**config.mk**
```make
export PLATFORM = sky130hd
export DESIGN_NAME = pc_breakpoint_and_trace_unit_core
export DESIGN_NICKNAME = d
export VERILOG_FILES = /design/src/hw/rtl/pbt_pkg.sv /design/src/hw/rtl/pc_breakpoint_and_trace_unit_core.sv /design/src/hw/rtl/pbt_cfg_regs.sv /design/src/hw/rtl/pbt_trace_ram.sv
export SDC_FILE = /design/constraint.sdc
export NUM_CORES = 2
export LEC_CHECK = 0
export ABC_AREA = 1
export BUFFER_PORTS_ARGS = -buffer_cell sky130_fd_sc_hd__buf_2
export CAP_MARGIN = 0
export CELL_PAD_IN_SITES_DETAIL_PLACEMENT = 2
export CELL_PAD_IN_SITES_GLOBAL_PLACEMENT = 2
export CORE_MARGIN = 4
export CORE_UTILIZATION = 44
export DETAILED_ROUTE_END_ITERATION = 12
export PLACE_DENSITY_LB_ADDON = 0.08
export SYNTH_ARGS = -nofsm -noshare
export SYNTH_HDL_FRONTEND = slang
export SYNTH_HIERARCHICAL = 1
export SYNTH_SLANG_ARGS = --single-unit
```
**constraint.sdc**
```tcl
create_clock -name clk -period 4 [get_ports clk]
set_clock_uncertainty 0.2 [all_clocks]
set_input_delay 0.8 -clock clk [delete_from_list [all_inputs] [get_ports clk]]
set_output_delay 0.8 -clock clk [all_outputs]
set_load 0.02 [all_outputs]
```
**src/hw/rtl/pbt_pkg.sv**
```systemverilog
`default_nettype none

package pbt_pkg;

  // Breakpoint register bank
  localparam int BP_REGS    = 4;
  localparam int PC_W       = 16;
  localparam int IDX_W      = 8;
  localparam int IDX_CODES  = 1 << IDX_W;
  localparam int CFG_ADDR_W = 4;
  localparam int CFG_DATA_W = 32;
  localparam int BP_SET_W   = PC_W + 1;

  // Item kinds carried on in_tuser
  localparam logic ACT_OBSERVE = 1'b0;
  localparam logic ACT_READ    = 1'b1;

  typedef struct packed {
    logic            en;
    logic [PC_W-1:0] addr;
  } bp_setting_t;

  typedef bp_setting_t [BP_REGS-1:0] bp_bank_t;

endpackage

`default_nettype wire

```
**src/hw/rtl/pc_breakpoint_and_trace_unit_core.sv**
```systemverilog
// Each item passes through stage 1 and then the output register to out_tvalid.
// Throughput: one item per cycle while out_tready is high; the trace RAM takes
// one write or one read per item, and the breakpoint comparators all work in
// the accept cycle. Reset (synchronous, rst_n low) disables all breakpoints and
// empties both pipeline stages. Trace entries not yet written read as zero,
// tracked by the write position and a wrap flag, so no clearing pass is needed.
`default_nettype none

module pc_breakpoint_and_trace_unit_core
  import pbt_pkg::*;
#(
  parameter int NUM_BREAKPOINTS = 4,
  parameter int HISTORY_DEPTH   = 256
) (
  input  wire logic                  clk,
  input  wire logic                  rst_n,
  // Input channel
  input  wire logic                  in_tvalid,
  output logic                       in_tready,
  input  wire logic [23:0]           in_tdata,   // [15:0] pc_value, [23:16] history_index
  input  wire logic                  in_tuser,   // [0] action
  // Result channel
  output logic                       out_tvalid,
  input  wire logic                  out_tready,
  output logic      [23:0]           out_tdata,  // [0] break_hit, [16:1] history_pc, rest 0
  // Configuration port
  input  wire logic                  cfg_psel,
  input  wire logic                  cfg_penable,
  input  wire logic                  cfg_pwrite,
  input  wire logic [CFG_ADDR_W-1:0] cfg_paddr,
  input  wire logic [CFG_DATA_W-1:0] cfg_pwdata,
  output logic      [CFG_DATA_W-1:0] cfg_prdata,
  output logic                       cfg_pready
);

  localparam int AW      = (HISTORY_DEPTH > 1) ? $clog2(HISTORY_DEPTH) : 1;
  localparam int NUM_CMP = (NUM_BREAKPOINTS > BP_REGS) ? BP_REGS : NUM_BREAKPOINTS;

  bp_bank_t        bp_bank;
  logic            in_xfer;
  logic            in_act;
  logic [PC_W-1:0] in_pc;
  logic [IDX_W-1:0] in_idx;

  logic [AW-1:0]   pos_r;
  logic            wrapped_r;
  logic [AW-1:0]   idx_mod [IDX_CODES];
  logic [AW:0]     slot_sum;
  logic [AW-1:0]   slot;
  logic            slot_filled;
  logic            hit;

  logic            s1_valid_r;
  logic            s1_read_r;
  logic            s1_filled_r;
  logic            s1_hit_r;
  logic [PC_W-1:0] ram_rd_data;

  logic            out_valid_r;
  logic            out_hit_r;
  logic [PC_W-1:0] out_pc_r;
  logic            out_free;
  logic            s1_free;

  assign in_act  = in_tuser;
  assign in_pc   = in_tdata[PC_W-1:0];
  assign in_idx  = in_tdata[PC_W+IDX_W-1:PC_W];

  pbt_cfg_regs u_cfg (
    .clk         (clk),
    .rst_n       (rst_n),
    .cfg_psel    (cfg_psel),
    .cfg_penable (cfg_penable),
    .cfg_pwrite  (cfg_pwrite),
    .cfg_paddr   (cfg_paddr),
    .cfg_pwdata  (cfg_pwdata),
    .cfg_prdata  (cfg_prdata),
    .cfg_pready  (cfg_pready),
    .bp_bank     (bp_bank)
  );

  // Pipeline flow: output register frees when empty or taken
  assign out_free  = !out_valid_r || out_tready;
  assign s1_free   = !s1_valid_r || out_free;
  assign in_tready = s1_free;
  assign in_xfer   = in_tvalid && in_tready;

  // Constant table of history_index modulo depth
  for (genvar g = 0; g < IDX_CODES; g++) begin : g_idx_mod
    assign idx_mod[g] = AW'(g % HISTORY_DEPTH);
  end

  // Oldest-first slot: position plus reduced index, wrapped once
  always_comb begin
    slot_sum = {1'b0, pos_r} + {1'b0, idx_mod[in_idx]};
    if (slot_sum >= (AW+1)'(HISTORY_DEPTH)) begin
      slot = AW'(slot_sum - (AW+1)'(HISTORY_DEPTH));
    end else begin
      slot = slot_sum[AW-1:0];
    end
    slot_filled = wrapped_r || (slot < pos_r);
  end

  // Compare the observed PC with every enabled breakpoint
  always_comb begin
    hit = 1'b0;
    for (int k = 0; k < NUM_CMP; k++) begin
      if (bp_bank[k].en && (bp_bank[k].addr == in_pc)) begin
        hit = 1'b1;
      end
    end
  end

  pbt_trace_ram #(
    .DEPTH (HISTORY_DEPTH),
    .AW    (AW)
  ) u_ram (
    .clk     (clk),
    .wr_en   (in_xfer && (in_act == ACT_OBSERVE)),
    .wr_addr (pos_r),
    .wr_data (in_pc),
    .rd_en   (in_xfer && (in_act == ACT_READ)),
    .rd_addr (slot),
    .rd_data (ram_rd_data)
  );

  // Advance the write position on each observe transfer
  always_ff @(posedge clk) begin
    if (!rst_n) begin
      pos_r     <= '0;
      wrapped_r <= 1'b0;
    end else if (in_xfer && (in_act == ACT_OBSERVE)) begin
      if (pos_r == AW'(HISTORY_DEPTH - 1)) begin
        pos_r     <= '0;
        wrapped_r <= 1'b1;
      end else begin
        pos_r <= pos_r + AW'(1);
      end
    end
  end

  // Stage 1: wait for the RAM read data
  always_ff @(posedge clk) begin
    if (!rst_n) begin
      s1_valid_r <= 1'b0;
    end else if (s1_free) begin
      s1_valid_r <= in_xfer;
    end
  end

  always_ff @(posedge clk) begin
    if (in_xfer) begin
      s1_read_r   <= (in_act == ACT_READ);
      s1_filled_r <= slot_filled;
      s1_hit_r    <= (in_act == ACT_OBSERVE) && hit;
    end
  end

  // Output register: hold while stalled
  always_ff @(posedge clk) begin
    if (!rst_n) begin
      out_valid_r <= 1'b0;
    end else if (out_free) begin
      out_valid_r <= s1_valid_r;
    end
  end

  always_ff @(posedge clk) begin
    if (out_free && s1_valid_r) begin
      out_hit_r <= s1_hit_r;
      out_pc_r  <= (s1_read_r && s1_filled_r) ? ram_rd_data : '0;
    end
  end

  assign out_tvalid = out_valid_r;
  assign out_tdata  = {7'b0, out_pc_r, out_hit_r};

endmodule

`default_nettype wire

```
**src/hw/rtl/pbt_cfg_regs.sv**
```systemverilog
`default_nettype none

module pbt_cfg_regs
  import pbt_pkg::*;
(
  input  wire logic                  clk,
  input  wire logic                  rst_n,
  input  wire logic                  cfg_psel,
  input  wire logic                  cfg_penable,
  input  wire logic                  cfg_pwrite,
  input  wire logic [CFG_ADDR_W-1:0] cfg_paddr,
  input  wire logic [CFG_DATA_W-1:0] cfg_pwdata,
  output logic      [CFG_DATA_W-1:0] cfg_prdata,
  output logic                       cfg_pready,
  output bp_bank_t                   bp_bank
);

  bp_bank_t              bp_r;
  logic [$clog2(BP_REGS)-1:0] reg_sel;
  logic                  wr_en;

  assign cfg_pready = 1'b1;
  assign reg_sel    = cfg_paddr[CFG_ADDR_W-1:2];
  assign wr_en      = cfg_psel & cfg_penable & cfg_pwrite & cfg_pready;

  // Write the selected breakpoint register on the access phase
  always_ff @(posedge clk) begin
    if (!rst_n) begin
      bp_r <= '0;
    end else if (wr_en) begin
      bp_r[reg_sel] <= bp_setting_t'(cfg_pwdata[BP_SET_W-1:0]);
    end
  end

  // Read back the selected register, upper bits zero
  assign cfg_prdata = {{(CFG_DATA_W-BP_SET_W){1'b0}}, bp_r[reg_sel]};
  assign bp_bank    = bp_r;

endmodule

`default_nettype wire

```
**src/hw/rtl/pbt_trace_ram.sv**
```systemverilog
`default_nettype none

module pbt_trace_ram
  import pbt_pkg::*;
#(
  parameter int DEPTH = 256,
  parameter int AW    = 8
) (
  input  wire logic            clk,
  input  wire logic            wr_en,
  input  wire logic [AW-1:0]   wr_addr,
  input  wire logic [PC_W-1:0] wr_data,
  input  wire logic            rd_en,
  input  wire logic [AW-1:0]   rd_addr,
  output logic      [PC_W-1:0] rd_data
);

  logic [PC_W-1:0] mem_r [DEPTH];
  logic [PC_W-1:0] rd_data_r;

  // Write port
  always_ff @(posedge clk) begin
    if (wr_en) begin
      mem_r[wr_addr] <= wr_data;
    end
  end

  // Registered read port, held while not enabled
  always_ff @(posedge clk) begin
    if (rd_en) begin
      rd_data_r <= mem_r[rd_addr];
    end
  end

  assign rd_data = rd_data_r;

endmodule

`default_nettype wire
```
==> results.json <==
{
  "status": "finished, violations left",
  "violations": "negative setup slack",
  "fmax_mhz": 247,
  "drt-initial-drc-count": 14800,
  "wl_met2_um": 344000,
  "routed.top_layer": "met5",
  "nets": 15500,
  "fin_util_pct": 52.0,
  "grt_max_degree": 139,
  "num_rows": 229,
  "grt_use_total_pct": 34.1,
  "h-tree-depth": 5,
  "relSlewSlack_pct": 13.7,
  "clkTransAtPathRegs_ns": 0.07,
  "rr_startpoint": "pos_r[0]",
  "rsz0062_at_grt": "true",
  "setup_viol": 6,
  "vias_per_cell": 6.08,
  "cp_max_fo": 15,
  "cts_sinks": 4211,
  "yosys_register_bits": 4211,
  "worstMarginPinSlew_ns": 1.29,
  "report.final.slew_viol_count": 0,
  "design.core.area_mm2": 0.389,
  "numPortBuffers": 86,
  "wl_per_cell_um": 33.4,
  "cp-start-kind": "flip-flop",
  "wl_um": 703000,
  "path_cells": "ha_4, fa_4, buf_12, buf_16, buf_8, buf_4, nand3_1, nand3_1, nand3_1, nand3_1, nand3_1, buf_4, nand3_1, nand2_1, nand2_1, nand2_1",
  "hold_slack_ns": 0.0573,
  "vias": 128000,
  "cp-end-kind": "flip-flop",
  "areaGrowthSynthToFinish_pct": 17.6,
  "wl_met1_um": 273000,
  "antenna_left": 0,
  "dieHeight_um": 633,
  "crit_slowest_cell": "fa_4",
  "power.density_mw_per_mm2": 524,
  "ir_drop_mv": 0.414,
  "hold_viol_final": 0,
  "leakagePower_nw": 72.7,
  "die_w_um": 633,
  "antenna_found_initial": 38,
  "post-route-period-util_pct": 101,
  "first_global_vias": 139000,
  "hold_start": "in_tdata[15]",
  "die-area_mm2": 0.401,
  "gp_congestion": 0.874,
  "syn_area_mm2": 0.172,
  "layout_common_cells": "4480 x nand2_1, 4132 x edfxtp_1, 3954 x nand3_1",
  "first_pass_iters": 5,
  "setup_ws_ns": -0.0450,
  "cap_violations": 0,
  "crit_type": "reg2reg",
  "grt_pass1_wl_um": 1000000,
  "io_pins": 127,
  "dpl.hpwl_um": 432000,
  "required_ns": 4.53,
  "syn_area_per_cell_um2": 11.8,
  "start_util_pct": 44.2,
  "path_common_cell": "nand3_1",
  "cts_buffer_depth": 4,
  "cts_made_buffers": 454,
  "ys.warnings.count": 6,
  "period_minus_slack_ns": 4.05,
  "overflow": 0,
  "cts_tree": "yes",
  "wl_met3_um": 49400,
  "final_common_cell": "nand2_1",
  "ys_types": 41,
  "crit_path_max_incr_delay_ns": 0.84,
  "netlist_instances": 14600,
  "clk_latency_ns": 1.01,
  "drcViolationCount": 0,
  "critPathArrivalTime_ns": 4.57,
  "root_buffer": "clkbuf_16",
  "ys_seq_area_share_pct": 73.0,
  "layout-drive-gt1-share_pct": 14.2,
  "crit_path_start": "pos_r[0]",
  "hold_class": "in2reg"
}
-- through the flow --
| step | instance area (um2) | instances | worst slack, ns | power (mW) | setup TNS [ns] |
|---|---|---|---|---|---|
| finish | 202000 | 21000 | -0.0450 | 106 | -0.0816 |
| CTS | 201000 | 21000 | 0.00155 | 106 | 0 |
| detailed placement | 186000 | 20100 | -1.00 | 64.2 | -14.55 |
| global placement | 186000 | 20100 | -0.963 | 63.5 | -13.60 |
| global route | 202000 | 21000 | -0.0775 | 109 | -0.343 |
| floorplan | 172000 | 14600 | 0.773 | 56.6 | 0 |
-- cells in the mapped netlist --
library cell | n | area share [%]
nand2_1 | 4499 | 9.8
edfxtp_1 | 4132 | 72
nand3_1 | 4113 | 12
buf_2 | 506 | 1.5
nor2_1 | 475 | 1.0
buf_4 | 196 | 0.86
clkbuf_1 | 158 | 0.34
inv_1 | 124 | 0.27
dfxtp_1 | 79 | 0.92
buf_1 | 75 | 0.16
buf_6 | 56 | 0.37
inv_2 | 22 | 0.048
nand4_1 | 19 | 0.069
xor2_1 | 18 | 0.092
a21oi_1 | 16 | 0.047
ha_1 | 16 | 0.12
o21ai_0 | 10 | 0.029
nor2_4 | 7 | 0.046
o21ai_1 | 7 | 0.020
nor3_1 | 5 | 0.015
xnor2_1 | 5 | 0.025
nor2_2 | 4 | 0.015
o211ai_1 | 4 | 0.017
conb_1 | 3 | 0.0065
inv_4 | 3 | 0.011
nand2_2 | 3 | 0.011
a21o_1 | 2 | 0.0087
nand3_4 | 2 | 0.020
a211oi_1 | 1 | 0.0044
a21oi_2 | 1 | 0.0051
and2_4 | 1 | 0.0051
buf_12 | 1 | 0.012
buf_8 | 1 | 0.0087
clkinv_1 | 1 | 0.0022
fa_1 | 1 | 0.012
nand2_4 | 1 | 0.0065
nor2_8 | 1 | 0.012
nor3_2 | 1 | 0.0058
nor4_1 | 1 | 0.0036
o21ai_4 | 1 | 0.0095
or2_0 | 1 | 0.0036
-- layout make-up --
cell class	instances	area (um2)
Clock inverter	266	2130
Multi-Input combinational cell	9238	41600
Tap cell	5197	6500
Timing Repair inverter	1	16.3
Clock buffer	575	12100
Sequential cell	4211	126000
Inverter	150	628
Fill cell	37300	187000
Timing Repair Buffer	1354	13700
Antenna cell	13	32.5
-- critical path, delay by kind of cell (launching register included) --
kind,cells,cell delay (ns)
adder cells (fa/ha/maj),2,1.00
flip-flops,1,0.34
AND/OR/NAND/NOR,9,1.23
buffers and inverters,5,0.97
-- what timing repair did --
action / in CTS / in global routing
hold buffers: 27 / 0
gates resized for setup: 130 / 134
hold endpoints to repair: 118 / 0
setup endpoints to repair: 16 / 16
pin swaps: 0 / 3
setup buffers: 4 / 10
gates cloned: 4 / 11
-- metal layers --
layer  track usage, %  up-vias
met1             43.5    67400
li1                 -    53300
met3             4.67     1397
met4             16.1       20
met2             57.6     5528
met5                0        -
-- logic make-up (layout without fill, tap and decap cells) --
logic type      count (synthesis)  after routing  share of synthesized area [%]
flops                        4211           4211                           73.0
compound gates                 42             42                          0.141
simple gates                 9133           9133                           23.0
other cells                     3             36                        0.00654
fa+ha+maj                      17             17                          0.128
xor+xnor                       23             23                          0.117
buf+inv                      1143           2346                           3.55
-- power breakdown --
group	switching, mW	internal, mW	total, mW
clock network	18.4	23.2	41.5
registers	0.0592	48.5	48.5
logic	11.2	4.72	15.9
total	29.6	76.4	106
-- registers in the layout (all words and copies together) (netlist names) --
signal / cells
s1_hit_r: 1
s1_read_r: 1
u_ram/rd_data: 16
wrapped_r: 1
out_tvalid: 1
u_cfg/bp_bank: 68
out_hit_r: 1
pos_r: 8
s1_valid_r: 1
s1_filled_r: 1
out_pc_r: 16
u_ram/mem_r: 4096
-- worst paths after layout --
| check | to | slack, ns | cells after the start |
|---|---|---|---|
| hold reg to reg | wrapped_r | 0.29 | 2 |
| setup / recovery | u_ram/rd_data[6] | -0.05 | 16 |
| hold / removal | u_ram/mem_r[108][15] | 0.06 | 1 |
| setup reg to reg | u_ram/rd_data[6] | -0.05 | 16 |
Power figures use the tool's default switching activity.
